### config.mk
export PLATFORM = sky130hd
export DESIGN_NAME = sha256_byte_stream_digest
export DESIGN_NICKNAME = d
export VERILOG_FILES = /design/src/sha_pkg.sv /design/src/sha_round.sv /design/src/sha256_byte_stream_digest.sv
export SDC_FILE = /design/constraint.sdc
export NUM_CORES = 2
export LEC_CHECK = 0
export CORE_MARGIN = 5
export CORE_UTILIZATION = 55
export CTS_CLUSTER_SIZE = 20
export DETAILED_ROUTE_END_ITERATION = 16
export DONT_BUFFER_PORTS = 1
export HOLD_SLACK_MARGIN = 0.02
export PLACE_DENSITY = 0.72
export RECOVER_POWER = 50
export SYNTH_ARGS = -nofsm -noshare
export SYNTH_HDL_FRONTEND = slang
export SYNTH_SLANG_ARGS = --single-unit
### constraint.sdc
create_clock -name clk -period 13.73 [get_ports clk]
set_clock_uncertainty 0.05 [all_clocks]
set_input_delay 0.6865 -clock clk [delete_from_list [all_inputs] [get_ports clk]]
set_output_delay 0.6865 -clock clk [all_outputs]
set_load 0.02 [all_outputs]
### src/sha_pkg.sv
package sha_pkg;

    localparam int DIGEST_WORDS = 8;

    typedef logic [31:0] word_t;

    function automatic word_t round_const(input logic [5:0] idx);
        word_t k;
        unique case (idx)
            6'd0: k = 32'h428a2f98; 6'd1: k = 32'h71374491; 6'd2: k = 32'hb5c0fbcf;
            6'd3: k = 32'he9b5dba5; 6'd4: k = 32'h3956c25b; 6'd5: k = 32'h59f111f1;
            6'd6: k = 32'h923f82a4; 6'd7: k = 32'hab1c5ed5; 6'd8: k = 32'hd807aa98;
            6'd9: k = 32'h12835b01; 6'd10: k = 32'h243185be; 6'd11: k = 32'h550c7dc3;
            6'd12: k = 32'h72be5d74; 6'd13: k = 32'h80deb1fe; 6'd14: k = 32'h9bdc06a7;
            6'd15: k = 32'hc19bf174; 6'd16: k = 32'he49b69c1; 6'd17: k = 32'hefbe4786;
            6'd18: k = 32'h0fc19dc6; 6'd19: k = 32'h240ca1cc; 6'd20: k = 32'h2de92c6f;
            6'd21: k = 32'h4a7484aa; 6'd22: k = 32'h5cb0a9dc; 6'd23: k = 32'h76f988da;
            6'd24: k = 32'h983e5152; 6'd25: k = 32'ha831c66d; 6'd26: k = 32'hb00327c8;
            6'd27: k = 32'hbf597fc7; 6'd28: k = 32'hc6e00bf3; 6'd29: k = 32'hd5a79147;
            6'd30: k = 32'h06ca6351; 6'd31: k = 32'h14292967; 6'd32: k = 32'h27b70a85;
            6'd33: k = 32'h2e1b2138; 6'd34: k = 32'h4d2c6dfc; 6'd35: k = 32'h53380d13;
            6'd36: k = 32'h650a7354; 6'd37: k = 32'h766a0abb; 6'd38: k = 32'h81c2c92e;
            6'd39: k = 32'h92722c85; 6'd40: k = 32'ha2bfe8a1; 6'd41: k = 32'ha81a664b;
            6'd42: k = 32'hc24b8b70; 6'd43: k = 32'hc76c51a3; 6'd44: k = 32'hd192e819;
            6'd45: k = 32'hd6990624; 6'd46: k = 32'hf40e3585; 6'd47: k = 32'h106aa070;
            6'd48: k = 32'h19a4c116; 6'd49: k = 32'h1e376c08; 6'd50: k = 32'h2748774c;
            6'd51: k = 32'h34b0bcb5; 6'd52: k = 32'h391c0cb3; 6'd53: k = 32'h4ed8aa4a;
            6'd54: k = 32'h5b9cca4f; 6'd55: k = 32'h682e6ff3; 6'd56: k = 32'h748f82ee;
            6'd57: k = 32'h78a5636f; 6'd58: k = 32'h84c87814; 6'd59: k = 32'h8cc70208;
            6'd60: k = 32'h90befffa; 6'd61: k = 32'ha4506ceb; 6'd62: k = 32'hbef9a3f7;
            default: k = 32'hc67178f2;
        endcase
        return k;
    endfunction

    function automatic word_t initial_hash(input logic [2:0] idx);
        word_t h;
        unique case (idx)
            3'd0: h = 32'h6a09e667; 3'd1: h = 32'hbb67ae85;
            3'd2: h = 32'h3c6ef372; 3'd3: h = 32'ha54ff53a;
            3'd4: h = 32'h510e527f; 3'd5: h = 32'h9b05688c;
            3'd6: h = 32'h1f83d9ab; default: h = 32'h5be0cd19;
        endcase
        return h;
    endfunction

    function automatic word_t rotr(input word_t x, input int n);
        return (x >> n) | (x << (32 - n));
    endfunction

endpackage

### src/sha_round.sv
module sha_round
    import sha_pkg::*;
(
    input  word_t       a, b, c, e, f, g, h,
    input  word_t       w,
    input  logic [5:0]  rnd,
    output word_t       t1_out,
    output word_t       t2_out
);
    word_t big1, big0, ch, maj;

    always_comb
    begin
        big1   = rotr(e, 6) ^ rotr(e, 11) ^ rotr(e, 25);
        ch     = (e & f) ^ (~e & g);
        big0   = rotr(a, 2) ^ rotr(a, 13) ^ rotr(a, 22);
        maj    = (a & b) ^ (a & c) ^ (b & c);
        t1_out = h + big1 + ch + round_const(rnd) + w;
        t2_out = big0 + maj;
    end
endmodule

### src/sha256_byte_stream_digest.sv
// Input: a data byte is taken while in_stall is low; every 64th byte stalls the input
// while the block loads the working variables, runs the rounds and folds the result.
// After the transfer that ends a message, padding goes in at one byte per cycle in ST_PAD;
// closed blocks are compressed; eight digest words follow, one per cycle unless stalled.
// Reset is asynchronous: control state, counters and the chaining value go to their
// initial values; the schedule memory holds stale words until each is written.
module sha256_byte_stream_digest
    import sha_pkg::*;
(
    input  logic        clk,
    input  logic        rst_n,
    input  logic        in_valid,
    output logic        in_stall,
    input  logic [7:0]  data_byte,
    input  logic        byte_present,
    input  logic        last_byte,
    output logic        out_valid,
    input  logic        out_stall,
    output logic [2:0]  digest_index,
    output logic [31:0] digest_word,
    output logic        last_word
);
    // Top level states.
    localparam logic [2:0] ST_IDLE  = 3'd0;
    localparam logic [2:0] ST_PAD   = 3'd1;
    localparam logic [2:0] ST_LOAD  = 3'd2;
    localparam logic [2:0] ST_RD    = 3'd3;
    localparam logic [2:0] ST_RND   = 3'd4;
    localparam logic [2:0] ST_FOLD  = 3'd5;
    localparam logic [2:0] ST_OUT   = 3'd6;

    logic [2:0]  state_reg, state_next;
    logic [5:0]  pos_reg;
    logic [60:0] total_reg;
    logic [6:0]  rnd_reg;
    logic [1:0]  sub_reg;
    logic        end_reg;       // the message has ended; padding follows
    logic        fin_reg;       // the 0x80 marker byte has gone in
    logic [3:0]  len_idx_reg;   // length bytes written so far, 8 when all are in
    logic [2:0]  oidx_reg;
    word_t       chain_reg [DIGEST_WORDS];
    word_t       a_reg, b_reg, c_reg, d_reg, e_reg, f_reg, g_reg, h_reg;

    // The schedule window is a 16-entry memory with a registered read port.
    // Each round reads four words, one per cycle, and from round 16 sums them into an
    // accumulator so that the round itself sees a single add ahead of it.
    word_t       sched_mem [16];
    word_t       rd_data_reg;
    logic [3:0]  rd_addr;
    word_t       wacc_reg;
    word_t       s0, s1;

    // A byte-lane register assembles each big-endian word, which is written
    // into the memory whole when its fourth byte arrives.
    word_t       asm_reg;

    logic        accept;
    logic        put_en;
    logic [7:0]  put_byte;
    word_t       t1, t2, w_now;
    logic [63:0] bit_len;
    logic [5:0]  len_sh;
    logic        len_phase;

    assign accept    = in_valid && !in_stall;
    assign in_stall  = (state_reg != ST_IDLE);
    assign bit_len   = {total_reg, 3'b000};
    // Length bytes go most significant first.
    assign len_sh    = {~len_idx_reg[2:0], 3'b000};
    // The length field starts at byte 56 of a block and, once started, runs to its end.
    assign len_phase = (len_idx_reg != 4'd0) || (pos_reg == 6'd56);

    // Byte source: an accepted message byte, or padding generated internally.
    always_comb
    begin
        put_en   = 1'b0;
        put_byte = 8'h00;
        if (state_reg == ST_IDLE && accept && byte_present)
        begin
            put_en   = 1'b1;
            put_byte = data_byte;
        end
        else if (state_reg == ST_PAD)
        begin
            put_en = 1'b1;
            if (!fin_reg)
                put_byte = 8'h80;
            else if (len_phase)
                put_byte = bit_len[len_sh +: 8];
            else
                put_byte = 8'h00;
        end
    end

    assign s0 = rotr(rd_data_reg, 7) ^ rotr(rd_data_reg, 18) ^ (rd_data_reg >> 3);
    assign s1 = rotr(rd_data_reg, 17) ^ rotr(rd_data_reg, 19) ^ (rd_data_reg >> 10);

    // Micro-steps in ST_RND (sub 0..3), after ST_RD has launched the read of slot t mod 16:
    //   0: capture word t (word t-16 from round 16), launch the read of word t-15
    //   1: add s0 of word t-15 (from round 16), launch the read of word t-2
    //   2: add s1 of word t-2 (from round 16), launch the read of word t-7
    //   3: word t-7 is on the read data: finish the schedule word, perform the
    //      round, write back from round 16, and launch the read of the next round's slot.
    always_comb
    begin
        w_now = (rnd_reg < 7'd16) ? wacc_reg : (wacc_reg + rd_data_reg);
        if (state_reg != ST_RND)
            rd_addr = rnd_reg[3:0];
        else
        begin
            unique case (sub_reg)
                2'd0: rd_addr = rnd_reg[3:0] + 4'd1;
                2'd1: rd_addr = rnd_reg[3:0] + 4'd14;
                2'd2: rd_addr = rnd_reg[3:0] + 4'd9;
                default: rd_addr = rnd_reg[3:0] + 4'd1;
            endcase
        end
    end

    sha_round u_round (
        .a(a_reg), .b(b_reg), .c(c_reg),
        .e(e_reg), .f(f_reg), .g(g_reg), .h(h_reg),
        .w(w_now), .rnd(rnd_reg[5:0]),
        .t1_out(t1), .t2_out(t2)
    );

    // Memory: one write port, one registered read port. Byte gathering and compression
    // never overlap; during rounds no read targets the word written in the same cycle.
    always_ff @(posedge clk)
    begin
        if (put_en && pos_reg[1:0] == 2'd3)
            sched_mem[pos_reg[5:2]] <= {asm_reg[31:8], put_byte};
        else if (state_reg == ST_RND && sub_reg == 2'd3 && rnd_reg >= 7'd16)
            sched_mem[rnd_reg[3:0]] <= w_now;
        rd_data_reg <= sched_mem[rd_addr];
    end

    always_ff @(posedge clk)
    begin
        if (put_en)
            asm_reg[{~pos_reg[1:0], 3'b000} +: 8] <= put_byte;
    end

    always_comb
    begin
        state_next = state_reg;
        unique case (state_reg)
            ST_IDLE:
                if (accept)
                begin
                    if (byte_present && pos_reg == 6'd63)
                        state_next = ST_LOAD;
                    else if (last_byte)
                        state_next = ST_PAD;
                end
            ST_PAD:
                if (pos_reg == 6'd63)
                    state_next = ST_LOAD;
            ST_LOAD: state_next = ST_RD;
            ST_RD:   state_next = ST_RND;
            ST_RND:
                if (sub_reg == 2'd3 && rnd_reg == 7'd63)
                    state_next = ST_FOLD;
            ST_FOLD:
                if (end_reg && len_idx_reg[3])
                    state_next = ST_OUT;
                else if (end_reg)
                    state_next = ST_PAD;
                else
                    state_next = ST_IDLE;
            ST_OUT:
                if (!out_stall && oidx_reg == 3'd7)
                    state_next = ST_IDLE;
            default: state_next = ST_IDLE;
        endcase
    end

    always_ff @(posedge clk or negedge rst_n)
    begin
        if (!rst_n)
        begin
            state_reg   <= ST_IDLE;
            pos_reg     <= '0;
            total_reg   <= '0;
            rnd_reg     <= '0;
            sub_reg     <= '0;
            end_reg     <= 1'b0;
            fin_reg     <= 1'b0;
            len_idx_reg <= '0;
            oidx_reg    <= '0;
            for (int i = 0; i < DIGEST_WORDS; i++)
                chain_reg[i] <= initial_hash(3'(i));
        end
        else
        begin
            state_reg <= state_next;
            if (put_en)
                pos_reg <= pos_reg + 6'd1;
            if (state_reg == ST_IDLE && accept)
            begin
                if (byte_present)
                    total_reg <= total_reg + 61'd1;
                if (last_byte)
                    end_reg <= 1'b1;
            end
            if (state_reg == ST_PAD)
            begin
                if (!fin_reg)
                    fin_reg <= 1'b1;
                else if (len_phase)
                    len_idx_reg <= len_idx_reg + 4'd1;
            end
            if (state_reg == ST_LOAD)
            begin
                rnd_reg <= '0;
                sub_reg <= '0;
            end
            if (state_reg == ST_RND)
            begin
                sub_reg <= sub_reg + 2'd1;
                if (sub_reg == 2'd3)
                    rnd_reg <= rnd_reg + 7'd1;
            end
            if (state_reg == ST_FOLD)
            begin
                rnd_reg <= '0;
                chain_reg[0] <= chain_reg[0] + a_reg;
                chain_reg[1] <= chain_reg[1] + b_reg;
                chain_reg[2] <= chain_reg[2] + c_reg;
                chain_reg[3] <= chain_reg[3] + d_reg;
                chain_reg[4] <= chain_reg[4] + e_reg;
                chain_reg[5] <= chain_reg[5] + f_reg;
                chain_reg[6] <= chain_reg[6] + g_reg;
                chain_reg[7] <= chain_reg[7] + h_reg;
            end
            if (state_reg == ST_OUT && !out_stall)
            begin
                oidx_reg <= oidx_reg + 3'd1;
                if (oidx_reg == 3'd7)
                begin
                    total_reg   <= '0;
                    pos_reg     <= '0;
                    end_reg     <= 1'b0;
                    fin_reg     <= 1'b0;
                    len_idx_reg <= '0;
                    for (int i = 0; i < DIGEST_WORDS; i++)
                        chain_reg[i] <= initial_hash(3'(i));
                end
            end
        end
    end

    // Working variables and the schedule accumulator.
    always_ff @(posedge clk)
    begin
        if (state_reg == ST_LOAD)
        begin
            a_reg <= chain_reg[0]; b_reg <= chain_reg[1];
            c_reg <= chain_reg[2]; d_reg <= chain_reg[3];
            e_reg <= chain_reg[4]; f_reg <= chain_reg[5];
            g_reg <= chain_reg[6]; h_reg <= chain_reg[7];
        end
        if (state_reg == ST_RND)
        begin
            unique case (sub_reg)
                2'd0: wacc_reg <= rd_data_reg;
                2'd1:
                    if (rnd_reg >= 7'd16)
                        wacc_reg <= wacc_reg + s0;
                2'd2:
                    if (rnd_reg >= 7'd16)
                        wacc_reg <= wacc_reg + s1;
                default:
                begin
                    h_reg <= g_reg; g_reg <= f_reg; f_reg <= e_reg;
                    e_reg <= d_reg + t1;
                    d_reg <= c_reg; c_reg <= b_reg; b_reg <= a_reg;
                    a_reg <= t1 + t2;
                end
            endcase
        end
    end

    assign out_valid    = (state_reg == ST_OUT);
    assign digest_index = oidx_reg;
    assign digest_word  = chain_reg[oidx_reg];
    assign last_word    = (oidx_reg == 3'd7);

`ifndef NO_ASSERTIONS
    a_no_accept_busy: assert property (@(posedge clk) disable iff (!rst_n)
        (state_reg != ST_IDLE) |-> !accept) else $error("transfer taken while busy");
    a_last_idx: assert property (@(posedge clk) disable iff (!rst_n)
        (out_valid && last_word) |-> (digest_index == 3'd7)) else $error("last word index");
    a_out_hold: assert property (@(posedge clk) disable iff (!rst_n)
        (out_valid && out_stall) |=> (out_valid && $stable(digest_index)))
        else $error("output not held");
`endif
endmodule
==> results.py <==
metrics = {
    "die": {
        "io_pins": 52,
        "start_util": 0.554,
        "die_x_microns": 385,
        "die_height_microns": 385,
        "core-area_sq_um": 140000,
        "rows": 137,
        "die-area_sq_um": 148000,
    },
    "finish": {
        "stdcell_count": 9727,
        "fillers": 11600,
        "largest_reg_flops": 512,
        "final_nets": 8321,
        "areaGrowthSynthToFinish_pct": 7.95,
        "drive_above_1_share": 0.0950,
    },
    "worst_setup_path": {
        "cp-start-kind": "flip-flop",
        "cpMostUsedCell": "a21o_1",
        "critical_path.max_stage_delay_ns": 1.54,
        "cp_slowest_cell": "clkbuf_1",
        "setup.worst_path.end_class": "flip-flop",
        "criticalPathCategory": "reg -> reg",
        "required_ns": 14.34,
        "path_max_fanout": 37,
        "arrival_ns": 12.30,
    },
    "global_routing": {
        "grt_remaining_overflow": 0,
        "grt_pass1_wl_microns": 380000,
        "grt_antenna_before_repair": 3,
        "grt_use_total": 0.336,
        "grt_pass1_vias": 60000,
        "grt_max_degree": 340,
    },
    "status": {
        "status": "finished with violations",
        "violations": "capacitance limit, slew limit",
    },
    "routing": {
        "drt_iter0_drc": 6883,
        "wl_per_cell_microns": 25.9,
        "drcViolationCount": 0,
        "first_pass_iters": 6,
        "vias": 62500,
        "final_antenna_net_count": 0,
        "wl_microns": 252000,
        "avgViaCountPerCell": 6.43,
    },
    "timing": {
        "finalMaxSlewViolations": 1277,
        "hold_violations": 0,
        "setup_violations": 0,
        "tns_ns": 0,
        "timing.slew.headroom": -5.27,
        "min_period_over_period": 0.852,
        "post-route-min-period_ns": 11.70,
        "rsz0062_at_grt": "no",
        "fmax_ghz": 0.0855,
        "worstMarginPinSlew_ns": 9.41,
    },
    "placement": {
        "port_buffers": 0,
        "place_congestion": 1.00,
        "dp.cells": 9467,
        "dp_hpwl_microns": 177000,
    },
    "logic_synthesis": {
        "yosysTopAreaCell": "edfxtp_1",
        "synthAdderAreaFrac": 0.106,
        "yosysSeqAreaShare": 0.408,
        "yosys-top-cells-area": "edfxtp_1, dfxtp_1, ha_1, dfrtp_1, mux4_2",
        "synth.avg_cell_area_sq_um": 9.73,
        "synth_mux_area_frac": 0.0782,
        "yosysUniqueCellTypes": 93,
        "synth_compound_area_frac": 0.163,
        "syn_area_sq_um": 77500,
        "yosysWarningCount": 0,
        "syn_nets": 8543,
        "synth_cells": 7958,
        "synth_seq_cells": 1200,
        "async_reset_ff_frac": 0.287,
        "synthXorXnorAreaFrac": 0.0738,
        "synth_top_flop_cell": "edfxtp_1",
        "synth_top_family_by_area": "compound AO/OA/AOI/OAI gates",
        "synthSimpleGateAreaFrac": 0.132,
        "synth_top_area_share": 0.220,
        "synth-edff-count": 568,
    },
    "cts": {
        "cts_buffers": 136,
        "clkTransAtPathRegs_ns": 0.06,
        "clock_path_buffers": 3,
        "cts_tree": "done",
        "clock-root-buffer": "clkbuf_16",
        "htree_levels": 4,
        "clock_latency_ns": 0.82,
        "post_cts_buffers": 0,
        "clock_sinks": 1200,
        "cts_resized": 0,
    },
    "job": {
        "maxCapViolCount": 23,
    },
    "worst_hold_path": {
        "min_path_type": "in -> reg",
    },
}
[metal layers]
metal | track usage | part of all wire
met4 | 0.147 | 0.051
met5 | 0 | 0.00016
met1 | 0.467 | 0.41
met3 | 0.0656 | 0.097
met2 | 0.515 | 0.45
[cell type report]
| type | instances | area [sq um] | area share |
|---|---|---|---|
| multi-input cells | 5941 | 42900 | 0.514 |
| inverters | 346 | 1300 | 0.0155 |
| flip-flops and latches | 1200 | 31600 | 0.378 |
| repair buffers | 111 | 797 | 0.00953 |
| well taps | 1876 | 2350 | 0.0281 |
| clock inverters | 54 | 741 | 0.00886 |
| clock buffers | 197 | 3870 | 0.0463 |
| diodes | 2 | 5.00 | 0.0000599 |
[final timing paths]
path,slack [ns],depth (start not counted),from,endpoint
min,0.14,2,out_stall,digest_index[0]
max in group asynchronous,9.62,3,rst_n,rnd_reg[2]
max,2.03,31,rnd_reg[5],a_reg[28]
min reg2reg,0.45,2,g_reg[28],h_reg[28]
min in group asynchronous,0.85,1,rst_n,chain_reg[60]
max reg2reg,2.03,31,rnd_reg[5],a_reg[28]
[Yosys cell counts, drive strengths merged, types with 12 or more instances]
cell type and count:
nand2 1100, nor2 634, a21oi 577, edfxtp 568
ha 436, o21ai 428, clkbuf 391, xnor2 382
inv 343, dfxtp 288, a31oi 284, xor2 271
a21o 223, dfrtp 208, mux4 207, nand3 137
dfstp 136, fa 135, o211ai 101, a211oi 85
nor3 85, nor2b 84, buf 80, nand2b 72
mux2i 67, and3 65, mux2 64, o21a 60
o21bai 54, or3 45, nand4 28, and2 27
a311oi 21, o31ai 21, a21boi 18, a211o 17
or2 17, o311ai 14, a221oi 13, and4 13
a22oi 12
[cells by family (layout without fill, tap and decap cells)]
kind of cell | after synthesis | after routing
AO/OA/AOI/OAI | 2028 | 2028
XOR/XNOR | 653 | 653
adder cells (fa/ha/maj) | 573 | 573
buffers and inverters | 817 | 708
flip-flops | 1200 | 1200
multiplexers | 338 | 338
other | 0 | 2
AND/OR/NAND/NOR | 2349 | 2349
[worst max-delay path, delay by kind of cell, from the launching register on]
family | cells | cell delay [ns]
AO/OA/AOI/OAI | 18 | 4.76
adder cells (fa/ha/maj) | 4 | 1.77
buffers and inverters | 6 | 3.67
XOR/XNOR | 1 | 0.21
flip-flops | 1 | 0.32
AND/OR/NAND/NOR | 2 | 0.74
[cells in the final DEF, fill, tap and decap left out, types with 203 or more instances in the layout]
cell type / Yosys / layout
nand2_1: 1100 / 1099
nor2_1: 633 / 615
a21oi_1: 576 / 575
edfxtp_1: 568 / 568
ha_1: 436 / 436
xnor2_1: 382 / 381
inv_1: 342 / 342
o21ai_0: 322 / 332
dfxtp_1: 288 / 288
a31oi_1: 283 / 283
xor2_1: 271 / 271
a21o_1: 223 / 223
mux4_2: 207 / 207
dfrtp_1: 208 / 203
[metrics by stage]
step / utilization / hold slack (ns) / setup WS (ns) / area [sq um]
CTS: 0.599 / 0.112 / 2.70 / 83700
global placement: 0.566 / 0.391 / 2.98 / 79100
global route: 0.598 / 0.138 / 1.62 / 83600
finish: 0.599 / 0.142 / 2.03 / 83600
floorplan: - / 0.341 / 4.23 / 77500
detailed placement: 0.566 / 0.396 / 2.76 / 79100
[repair_timing]
action                                  4_1_cts  5_1_grt
hold endpoints to repair                    340       32
hold buffers                                  4        1
endpoints found under the setup margin        0        0
Power is left out: the tool's default activity adds up to more than one toggle a clock period on the data nets, which glitch-free logic cannot reach.
